$ cat src/rtl/psg_pkg.sv
// Shared constants, types and lookup functions for the three-voice sound generator.
// Used by every module under rtl; depends on nothing else.
package psg_pkg;

  localparam int NUM_CH      = 3;
  localparam int TONE_W      = 12;
  localparam int NOISE_CNT_W = 5;
  localparam int LFSR_W      = 17;
  localparam int ENV_CNT_W   = 16;
  localparam int ENV_POS_W   = 7;
  localparam int LEVEL_W     = 5;
  localparam int FIXED_W     = 4;
  localparam int SHAPE_W     = 4;
  localparam int MIX_W       = 2 * NUM_CH;
  localparam int VOL_W       = LEVEL_W * NUM_CH;
  localparam int DAC_W       = LEVEL_W * NUM_CH;
  localparam int CFG_DATA_W  = TONE_W * NUM_CH;
  localparam int CFG_IDX_W   = 3;

  localparam logic [LFSR_W-1:0]    LFSR_TAPS    = 17'h12000;
  localparam logic [LFSR_W-1:0]    LFSR_SEED    = 17'h00001;
  localparam logic [ENV_POS_W-1:0] ENV_POS_LAST = 7'd95;
  localparam logic [ENV_POS_W-1:0] ENV_POS_LOOP = 7'd32;
  localparam logic [LEVEL_W-1:0]   LEVEL_MAX    = 5'd31;

  // Configuration register indexes.
  localparam logic [CFG_IDX_W-1:0] REG_TONE_PERIODS    = 3'd0;
  localparam logic [CFG_IDX_W-1:0] REG_NOISE_PERIOD    = 3'd1;
  localparam logic [CFG_IDX_W-1:0] REG_MIXER_DISABLE   = 3'd2;
  localparam logic [CFG_IDX_W-1:0] REG_CHANNEL_VOLUMES = 3'd3;
  localparam logic [CFG_IDX_W-1:0] REG_ENVELOPE_PERIOD = 3'd4;
  localparam logic [CFG_IDX_W-1:0] REG_ENVELOPE_SHAPE  = 3'd5;

  // Kinds of one 32-step envelope block.
  localparam logic [1:0] KIND_FALL = 2'd0;
  localparam logic [1:0] KIND_RISE = 2'd1;
  localparam logic [1:0] KIND_LOW  = 2'd2;
  localparam logic [1:0] KIND_HIGH = 2'd3;

  // Per shape: {third block, second block, first block}.
  localparam logic [5:0] SHAPE_TABLE [16] = '{
    {KIND_LOW,  KIND_LOW,  KIND_FALL}, {KIND_LOW,  KIND_LOW,  KIND_FALL},
    {KIND_LOW,  KIND_LOW,  KIND_FALL}, {KIND_LOW,  KIND_LOW,  KIND_FALL},
    {KIND_LOW,  KIND_LOW,  KIND_RISE}, {KIND_LOW,  KIND_LOW,  KIND_RISE},
    {KIND_LOW,  KIND_LOW,  KIND_RISE}, {KIND_LOW,  KIND_LOW,  KIND_RISE},
    {KIND_FALL, KIND_FALL, KIND_FALL}, {KIND_LOW,  KIND_LOW,  KIND_FALL},
    {KIND_FALL, KIND_RISE, KIND_FALL}, {KIND_HIGH, KIND_HIGH, KIND_FALL},
    {KIND_RISE, KIND_RISE, KIND_RISE}, {KIND_HIGH, KIND_HIGH, KIND_RISE},
    {KIND_RISE, KIND_FALL, KIND_RISE}, {KIND_LOW,  KIND_LOW,  KIND_RISE}
  };

  localparam logic [LEVEL_W-1:0] FIXED_TO_FIVE [16] = '{
    5'd0,  5'd1,  5'd5,  5'd7,  5'd9,  5'd11, 5'd13, 5'd15,
    5'd17, 5'd19, 5'd21, 5'd23, 5'd25, 5'd27, 5'd29, 5'd31
  };

  // Levels that the mixer needs from the generators for one tick.
  typedef struct packed {
    logic [NUM_CH-1:0]  tone_level;
    logic               noise_bit;
    logic [LEVEL_W-1:0] env_level;
  } voice_status_t;

  function automatic logic [LEVEL_W-1:0] env_level_of(
    input logic [SHAPE_W-1:0]   shape,
    input logic [ENV_POS_W-1:0] pos
  );
    logic [5:0]         blocks;
    logic [1:0]         kind;
    logic [LEVEL_W-1:0] step;
    logic [LEVEL_W-1:0] level;
    blocks = SHAPE_TABLE[shape];
    step   = pos[LEVEL_W-1:0];
    unique case (pos[ENV_POS_W-1:LEVEL_W])
      2'd0:    kind = blocks[1:0];
      2'd1:    kind = blocks[3:2];
      default: kind = blocks[5:4];
    endcase
    unique case (kind)
      KIND_FALL: level = LEVEL_MAX - step;
      KIND_RISE: level = step;
      KIND_HIGH: level = LEVEL_MAX;
      default:   level = '0;
    endcase
    return level;
  endfunction

endpackage

$ cat src/rtl/psg_tone_noise_envelope_engine_core.sv
// Top level of the three-voice sound generator: configuration registers,
// stream handshake, generators, mixer and the output register.
// Depends on psg_pkg, psg_tone_noise, psg_envelope and psg_mixer.
// Each accepted tick has its result registered into m_axis_tdata in the cycle after the tick.
// Throughput: one tick per cycle; s_axis_tready falls only while a result is held back.
// Reset (rst, synchronous): clears all but dac_index and noise_level; seeds the LFSR to 1.
module psg_tone_noise_envelope_engine_core (
  input  logic                            clk,
  input  logic                            rst,
  input  logic                            s_axis_tvalid,
  output logic                            s_axis_tready,
  input  logic [7:0]                      s_axis_tdata,  // [0] restart_envelope, [7:1] zero
  output logic                            m_axis_tvalid,
  input  logic                            m_axis_tready,
  output logic [15:0]                     m_axis_tdata,  // [14:0] dac_index, [15] noise_level
  input  logic                            cfg_wen,
  input  logic [psg_pkg::CFG_IDX_W-1:0]   cfg_index,
  input  logic [psg_pkg::CFG_DATA_W-1:0]  cfg_wdata
);
  import psg_pkg::*;

  logic [CFG_DATA_W-1:0]  tone_periods;
  logic [NOISE_CNT_W-1:0] noise_period;
  logic [MIX_W-1:0]       mixer_disable;
  logic [VOL_W-1:0]       channel_volumes;
  logic [ENV_CNT_W-1:0]   envelope_period;
  logic [SHAPE_W-1:0]     envelope_shape;

  logic                   tick;
  voice_status_t          status;
  logic [DAC_W-1:0]       dac_index_next;
  logic [DAC_W-1:0]       dac_index;
  logic                   noise_level;
  logic                   out_valid;

  always_ff @(posedge clk) begin
    if (rst) begin
      tone_periods    <= '0;
      noise_period    <= '0;
      mixer_disable   <= '0;
      channel_volumes <= '0;
      envelope_period <= '0;
      envelope_shape  <= '0;
    end else if (cfg_wen) begin
      unique case (cfg_index)
        REG_TONE_PERIODS:    tone_periods    <= cfg_wdata;
        REG_NOISE_PERIOD:    noise_period    <= cfg_wdata[NOISE_CNT_W-1:0];
        REG_MIXER_DISABLE:   mixer_disable   <= cfg_wdata[MIX_W-1:0];
        REG_CHANNEL_VOLUMES: channel_volumes <= cfg_wdata[VOL_W-1:0];
        REG_ENVELOPE_PERIOD: envelope_period <= cfg_wdata[ENV_CNT_W-1:0];
        REG_ENVELOPE_SHAPE:  envelope_shape  <= cfg_wdata[SHAPE_W-1:0];
        default: ;
      endcase
    end
  end

  // The output register frees up in the same cycle its transaction completes.
  assign s_axis_tready = ~out_valid | m_axis_tready;
  assign tick          = s_axis_tvalid & s_axis_tready;

  psg_tone_noise u_tone_noise (
    .clk             (clk),
    .rst             (rst),
    .tick            (tick),
    .tone_periods    (tone_periods),
    .noise_period    (noise_period),
    .tone_level_next (status.tone_level),
    .noise_bit_next  (status.noise_bit)
  );

  psg_envelope u_envelope (
    .clk             (clk),
    .rst             (rst),
    .tick            (tick),
    .restart         (s_axis_tdata[0]),
    .envelope_period (envelope_period),
    .envelope_shape  (envelope_shape),
    .env_level       (status.env_level)
  );

  psg_mixer u_mixer (
    .status          (status),
    .mixer_disable   (mixer_disable),
    .channel_volumes (channel_volumes),
    .dac_index       (dac_index_next)
  );

  always_ff @(posedge clk) begin
    if (rst) begin
      out_valid <= 1'b0;
    end else if (tick) begin
      out_valid <= 1'b1;
    end else if (m_axis_tready) begin
      out_valid <= 1'b0;
    end
  end

  always_ff @(posedge clk) begin
    if (tick) begin
      dac_index   <= dac_index_next;
      noise_level <= status.noise_bit;
    end
  end

  assign m_axis_tvalid = out_valid;
  assign m_axis_tdata  = {noise_level, dac_index};

`ifndef SYNTH
  a_tick_gives_result: assert property (@(posedge clk) disable iff (rst)
    tick |=> m_axis_tvalid)
    else $error("accepted tick produced no result");

  a_no_overwrite: assert property (@(posedge clk) disable iff (rst)
    m_axis_tvalid && !m_axis_tready |-> !tick)
    else $error("tick accepted while a result is held back");

  a_result_one_per_tick: assert property (@(posedge clk) disable iff (rst)
    m_axis_tvalid && m_axis_tready && !tick |=> !m_axis_tvalid)
    else $error("result repeated without a new tick");
`endif

endmodule

$ cat src/rtl/psg_tone_noise.sv
// Three square-wave tone counters and the half-rate noise LFSR.
// Depends on psg_pkg.
module psg_tone_noise (
  input  logic                                           clk,
  input  logic                                           rst,
  input  logic                                           tick,
  input  logic [psg_pkg::CFG_DATA_W-1:0]                 tone_periods,
  input  logic [psg_pkg::NOISE_CNT_W-1:0]                noise_period,
  output logic [psg_pkg::NUM_CH-1:0]                     tone_level_next,
  output logic                                           noise_bit_next
);
  import psg_pkg::*;

  logic [TONE_W-1:0]      tone_count      [NUM_CH];
  logic [TONE_W-1:0]      tone_count_next [NUM_CH];
  logic [TONE_W:0]        tone_sum        [NUM_CH];
  logic [NUM_CH-1:0]      tone_level;
  logic                   half_rate;
  logic [NOISE_CNT_W-1:0] noise_count;
  logic [NOISE_CNT_W-1:0] noise_count_next;
  logic [NOISE_CNT_W:0]   noise_sum;
  logic [NOISE_CNT_W-1:0] noise_per;
  logic                   noise_bit;
  logic [LFSR_W-1:0]      noise_shift;
  logic [LFSR_W-1:0]      noise_shift_next;

  // A count that reaches its period (or one past a lowered period) wraps.
  always_comb begin
    for (int ch = 0; ch < NUM_CH; ch++) begin
      tone_sum[ch] = {1'b0, tone_count[ch]} + {{TONE_W{1'b0}}, 1'b1};
      if (tone_sum[ch] >= {1'b0, tone_periods[TONE_W*ch +: TONE_W]}) begin
        tone_count_next[ch] = '0;
        tone_level_next[ch] = ~tone_level[ch];
      end else begin
        tone_count_next[ch] = tone_sum[ch][TONE_W-1:0];
        tone_level_next[ch] = tone_level[ch];
      end
    end
  end

  // The noise counter advances on every second tick only.
  always_comb begin
    noise_per        = (noise_period == '0) ? NOISE_CNT_W'(1) : noise_period;
    noise_sum        = {1'b0, noise_count} + {{NOISE_CNT_W{1'b0}}, 1'b1};
    noise_count_next = noise_count;
    noise_shift_next = noise_shift;
    noise_bit_next   = noise_bit;
    if (half_rate) begin
      if (noise_sum >= {1'b0, noise_per}) begin
        noise_count_next = '0;
        noise_bit_next   = noise_shift[0];
        if (noise_shift[0]) begin
          noise_shift_next = (noise_shift >> 1) ^ LFSR_TAPS;
        end else begin
          noise_shift_next = noise_shift >> 1;
        end
      end else begin
        noise_count_next = noise_sum[NOISE_CNT_W-1:0];
      end
    end
  end

  always_ff @(posedge clk) begin
    if (rst) begin
      for (int ch = 0; ch < NUM_CH; ch++) begin
        tone_count[ch] <= '0;
      end
      tone_level  <= '0;
      half_rate   <= 1'b0;
      noise_count <= '0;
      noise_bit   <= 1'b0;
      noise_shift <= LFSR_SEED;
    end else if (tick) begin
      for (int ch = 0; ch < NUM_CH; ch++) begin
        tone_count[ch] <= tone_count_next[ch];
      end
      tone_level  <= tone_level_next;
      half_rate   <= ~half_rate;
      noise_count <= noise_count_next;
      noise_bit   <= noise_bit_next;
      noise_shift <= noise_shift_next;
    end
  end

`ifndef SYNTH
  // The LFSR must never fall into the all-zero lockup state.
  a_lfsr_nonzero: assert property (@(posedge clk) disable iff (rst)
    noise_shift != '0)
    else $error("noise LFSR reached the all-zero state");
`endif

endmodule

$ cat src/rtl/psg_envelope.sv
// Envelope step counter, position sequencer and shape lookup.
// Depends on psg_pkg.
module psg_envelope (
  input  logic                           clk,
  input  logic                           rst,
  input  logic                           tick,
  input  logic                           restart,
  input  logic [psg_pkg::ENV_CNT_W-1:0]  envelope_period,
  input  logic [psg_pkg::SHAPE_W-1:0]    envelope_shape,
  output logic [psg_pkg::LEVEL_W-1:0]    env_level
);
  import psg_pkg::*;

  logic [ENV_CNT_W-1:0] count;
  logic [ENV_CNT_W-1:0] count_base;
  logic [ENV_CNT_W-1:0] count_next;
  logic [ENV_CNT_W:0]   count_sum;
  logic [ENV_CNT_W-1:0] period;
  logic [ENV_POS_W-1:0] position;
  logic [ENV_POS_W-1:0] position_base;
  logic [ENV_POS_W-1:0] position_next;

  // A restart clears count and position before the tick is applied.
  always_comb begin
    count_base    = restart ? '0 : count;
    position_base = restart ? '0 : position;
    period        = (envelope_period == '0) ? ENV_CNT_W'(1) : envelope_period;
    count_sum     = {1'b0, count_base} + {{ENV_CNT_W{1'b0}}, 1'b1};
    if (count_sum >= {1'b0, period}) begin
      count_next = '0;
      // After the last position the sequence repeats its last two blocks.
      if (position_base == ENV_POS_LAST) begin
        position_next = ENV_POS_LOOP;
      end else begin
        position_next = position_base + ENV_POS_W'(1);
      end
    end else begin
      count_next    = count_sum[ENV_CNT_W-1:0];
      position_next = position_base;
    end
    env_level = env_level_of(envelope_shape, position_next);
  end

  always_ff @(posedge clk) begin
    if (rst) begin
      count    <= '0;
      position <= '0;
    end else if (tick) begin
      count    <= count_next;
      position <= position_next;
    end
  end

`ifndef SYNTH
  a_pos_range: assert property (@(posedge clk) disable iff (rst)
    position <= ENV_POS_LAST)
    else $error("envelope position beyond its last step");

  a_restart_pos: assert property (@(posedge clk) disable iff (rst)
    tick && restart |=> position <= ENV_POS_W'(1))
    else $error("envelope position not cleared by restart");
`endif

endmodule

$ cat src/rtl/psg_mixer.sv
// Per-channel tone/noise gate and fixed or envelope volume selection.
// Depends on psg_pkg; purely combinational.
module psg_mixer (
  input  psg_pkg::voice_status_t         status,
  input  logic [psg_pkg::MIX_W-1:0]      mixer_disable,
  input  logic [psg_pkg::VOL_W-1:0]      channel_volumes,
  output logic [psg_pkg::DAC_W-1:0]      dac_index
);
  import psg_pkg::*;

  logic [LEVEL_W-1:0] vol  [NUM_CH];
  logic [LEVEL_W-1:0] amp  [NUM_CH];
  logic [NUM_CH-1:0]  gate;

  always_comb begin
    for (int ch = 0; ch < NUM_CH; ch++) begin
      vol[ch]  = channel_volumes[LEVEL_W*ch +: LEVEL_W];
      amp[ch]  = vol[ch][LEVEL_W-1] ? status.env_level
                                    : FIXED_TO_FIVE[vol[ch][FIXED_W-1:0]];
      gate[ch] = (status.tone_level[ch] | mixer_disable[ch]) &
                 (status.noise_bit | mixer_disable[ch + NUM_CH]);
      dac_index[LEVEL_W*ch +: LEVEL_W] = gate[ch] ? amp[ch] : '0;
    end
  end

endmodule

$ cat config.mk
export PLATFORM = sky130hd
export DESIGN_NAME = psg_tone_noise_envelope_engine_core
export DESIGN_NICKNAME = d
export VERILOG_FILES = /design/src/rtl/psg_pkg.sv /design/src/rtl/psg_tone_noise_envelope_engine_core.sv /design/src/rtl/psg_tone_noise.sv /design/src/rtl/psg_envelope.sv /design/src/rtl/psg_mixer.sv
export SDC_FILE = /design/constraint.sdc
export NUM_CORES = 1
export LEC_CHECK = 0
export BUFFER_PORTS_ARGS = -buffer_cell sky130_fd_sc_hd__buf_4
export CAP_MARGIN = 10
export CORE_MARGIN = 2
export CORE_UTILIZATION = 61
export CTS_CLUSTER_DIAMETER = 200
export DETAILED_ROUTE_END_ITERATION = 6
export PLACE_DENSITY = 0.81
export SYNTH_ARGS = -nofsm -noshare
export SYNTH_HDL_FRONTEND = slang
export SYNTH_SLANG_ARGS = --single-unit
export TNS_END_PERCENT = 100
$ cat constraint.sdc
create_clock -name clk -period 6.15 [get_ports clk]
set_input_delay 1.5375 -clock clk [delete_from_list [all_inputs] [get_ports clk]]
set_output_delay 1.5375 -clock clk [all_outputs]
set_load 0.01 [all_outputs]
==> summary.md <==
| Metric | Value |
|---|---|
| Postcts setup bufs | `0` |
| Yosys cell types | `67` |
| Primary FF master, synth | `dfxtp_1` |
| Hold Buf Count CTS | `0` |
| Max FO, Critical Path | `7` |
| CTS sink cnt | `185` |
| Post-synth EDFFs | `52` |
| Xor/xnor cell area share of the yosys netlist | `~5.4%` |
| Cell taking the most area after synthesis | `dfxtp_1` |
| Mean number of vias per cell | `5.58` |
| Antenna violations before repair | `0` |
| CTS buffer count | `17` |
| Clock Latency Late Sink | `0.43 ns` |
| Max VDD drop | `0.000200 V` |
| Yosys reg bits | `~190` |
| Yosys warning count | `0` |
| Storage cell area | `4220 µm²` |
| Startpoint types | `primary input` |
| Width of the die | `131 µm` |
| Setup WS post-layout | `0.572 ns` |
| Post-cts resize count | `0` |
| Global-route wire length before repair | `~34,000 µm` |
| Area of the multi-input gates | `5090 µm²` |
| Outcome | `complete, no violations` |
| Worst slew pin tran | `1.02 ns` |
| RSZ-0062 raised after global routing | `false` |
| Final wirelength | `a little over 20,000 µm` |
| HPWL after DPL | `14,500 µm` |
| I/O pin cnt | `70` |
| Crit end category | `flip-flop` |
| Via count | `roughly 7,800` |
| Rows | `46` |
| Largest net degree at the start of global routing | `a little under 70` |
| Multiplexer share of the synthesized area | `3.60%` |
| Synth top area share | `27.2%` |
| Setup TNS | `0 ns` |
| Post-Syn Area | `9770 µm²` |
| Post-Synth Simple-Gate Area | `a little over a fifth` |
| Required time of the worst setup path | `6.42 ns` |
| Port Buffer Count | `62` |
| Initial DRC Count | `432` |
| Final hold vios | `0` |
| Async SR Flop Fraction | `0%` |
| Worst Skew | `0.00913 ns` |
| Total track usage | `24.9%` |
| Clk buf depth | `2` |
| Critical Path Slowest Stage Cell | `or4_4` |
| Final critical-path share of the clock period | `approximately nine tenths` |
| Min Tclk post-route | `5.58 ns` |
| Syn nets | `1,235` |
| Wirelength per Cell | `14.7 µm` |
| Reg-to-reg slack, setup | `about 1.5 ns` |
| Initial core utilization | `62.0%` |
| Compound-Gate Fraction of Synth Area | `13.8%` |
| Clock tree root buffer cell | `clkbuf_16` |
| FF-to-FF path depth | `17` |
| Syn avg cell area | `8.73 µm²` |
| Sequential element share of the synthesized area | `between 40% and 50%` |
| Critical path arrival | `5.85 ns` |
| Clock slew at reported path FFs | `about 0.07 ns` |
| RR Endpoint | `dac_index[4]` |
| # setup viols final | `0` |
| Pre-CTS setup slack | `0.176 ns` |
| ANT nets after route | `0` |
| Max-cap violations | `0` |
| Min-Delay Endpoint | `tone_periods[20]` |
| Mapped Cells | `1,120` |
| Gr ovfl total | `0` |
| Achievable clock frequency | `179 MHz` |
| First-pass DRT Iterations | `5` |
| WHS Path Cells | `2` |
| Worst flop-to-flop path startpoint | `u_envelope.count[0]` |
| Max-slew violation count | `0` |
| Routability cong. | `roughly 0.85` |
| Crit Path Class | `primary input to flip-flop` |
| Layout cells sized above 1 | `10.4%` |
| Crit-path cells | `buf_4 > nor2b_1 > ha_1 > inv_1 > nor4_4 > nand3_1 > xor2_1 > nor2_1 > ha_1 > nand3_1 > or2_2 > a21oi_1 > o2111ai_1 > xnor2_1 > and2_1 > nor4bb_1 > or4_4 > a211oi_2` |
| Leak pwr | `about 4.3 nW` |
| Core footprint | `~16,000 µm²` |
| Worst rel slew slack | `31.7%` |
| CTS tree | `built` |
| Hold Path Origin | `tone_periods[20]` |
| Antenna Diode Count | `0` |
| # DRC | `0` |
| Fillers | `approximately 1,300` |
| Max incr delay on CP | `0.59 ns` |
| Die Y | `131 µm` |
| Largest cells by area after synthesis | `dfxtp_1, edfxtp_1, ha_1` |
| H-Tree Depth | `4` |
| Area grow syn2layout | `12.4%` |
| Pwr dens | `247 nW/µm²` |
| Number of global-route vias before repair | `7,312` |
| Adder-cell share of the synthesized area | `around 8.1%` |
| Die area | `17,100 µm²` |
| Largest family of logic cells by synthesized area | `simple AND/OR/NAND/NOR gates` |
| Worst hold path type | `flip-flop to flip-flop` |
| Final net count | `~1,300` |
-- synthesized netlist by cell type, types with 11 or more instances --
master and count:
dfxtp_1 133, o21ai_0 26, and3_1 17, a22o_1 15, nand3_1 33, nor3_1 11, nor2_1 96, or3_1 14
a21oi_1 104, nor2b_1 42, clkbuf_1 44, inv_1 70, nand2_1 187, mux2i_1 34, a211oi_1 12, xnor2_1 28
edfxtp_1 52, xor2_1 32, ha_1 63, a21o_1 12
-- through the flow --
step	std cells	area (µm²)	hold WS, ns	total power, mW	util [%]
3_3_place_gp	1363	10400	0.432	1.67	66.1
6_report	1395	11000	0.455	2.71	69.7
2_1_floorplan	1120	9770	0.417	1.57	-
5_1_grt	1395	11000	0.471	2.82	69.7
4_1_cts	1395	11000	0.455	2.73	69.7
3_5_place_dp	1363	10400	0.446	1.68	66.1
-- routing by layer --
layer,wire length [µm],track usage (%),share of wire (%)
met1,8950,31.1,44
met2,10100,43.4,49
met3,1060,4.60,5.1
met4,396,8.64,1.9
met5,0,0,0
-- logic make-up after synthesis --
group                      after synthesis
AOI/OAI and AO/OA                      213
xor gates and xnor gates                60
adders and majority gates               63
buffers and inverters                  121
DFF                                    185
muxes                                   35
and+or+nand+nor                        443
-- report_power, final --
part	internal [mW]	total [mW]	switching [mW]
Clock	0.576	1.05	0.476
Combinational	0.138	0.331	0.194
Sequential	1.30	1.33	0.0329
-- worst max-delay path: cells and delay by family --
| kind | cells | cell delay (ns) |
|---|---|---|
| AOI/OAI and AO/OA | 3 | 0.92 |
| xor gates and xnor gates | 2 | 0.40 |
| adders and majority gates | 2 | 0.55 |
| buffers and inverters | 2 | 0.22 |
| and+or+nand+nor | 9 | 2.24 |
-- sequential cells by signal (all words and copies together), names as in the netlist, 6 cells and up --
register / count
dac_index: 15
u_tone_noise.noise_shift: 17
mixer_disable: 6
u_envelope.count: 16
channel_volumes: 15
u_tone_noise.tone_count: 36
tone_periods: 36
u_envelope.position: 7
envelope_period: 16
-- cells in the final DEF (no fill, tap or decap), types with 4 or more instances in the layout --
cell type  instances
edfxtp_1          52
xnor2_1           28
and2_1             4
clkbuf_16         17
a21oi_1          104
inv_6              4
a31oi_1            6
or3_1             14
xor2_1            32
a22o_1            15
a21o_1            12
and3_1            17
nand3_1           33
nor2_1            96
a211oi_1          12
nand4_1            7
dfxtp_1          133
nor4_1             5
a221oi_1           4
nor2b_1           41
o21ai_0           26
buf_4             77
inv_1             70
mux2i_1           34
ha_1              63
nor3_1            11
nand2b_1           8
nand2_1          187
-- final cells by class --
class                           count  area share [%]
Multi-Input combinational cell    814            46.3
Tap cell                          216            2.46
Timing Repair Buffer               77            5.26
Inverter                           71            2.43
Clock inverter                     12            1.01
Clock buffer                       20            4.08
Sequential cell                   185            38.4
-- worst max-delay path by stage --
stage                          from             to  slack [ns]  cells after the start
finish              s_axis_tdata[0]   dac_index[4]        0.57                     18
global route        s_axis_tdata[0]   dac_index[7]        0.24                     18
global placement    s_axis_tdata[0]  dac_index[14]        0.27                     18
detailed placement  s_axis_tdata[0]   dac_index[4]        0.18                     18
CTS                 s_axis_tdata[0]   dac_index[4]        0.59                     18
floorplan           s_axis_tdata[0]  dac_index[13]        0.38                     22
No activity file was read; power rests on OpenSTA's default activity.
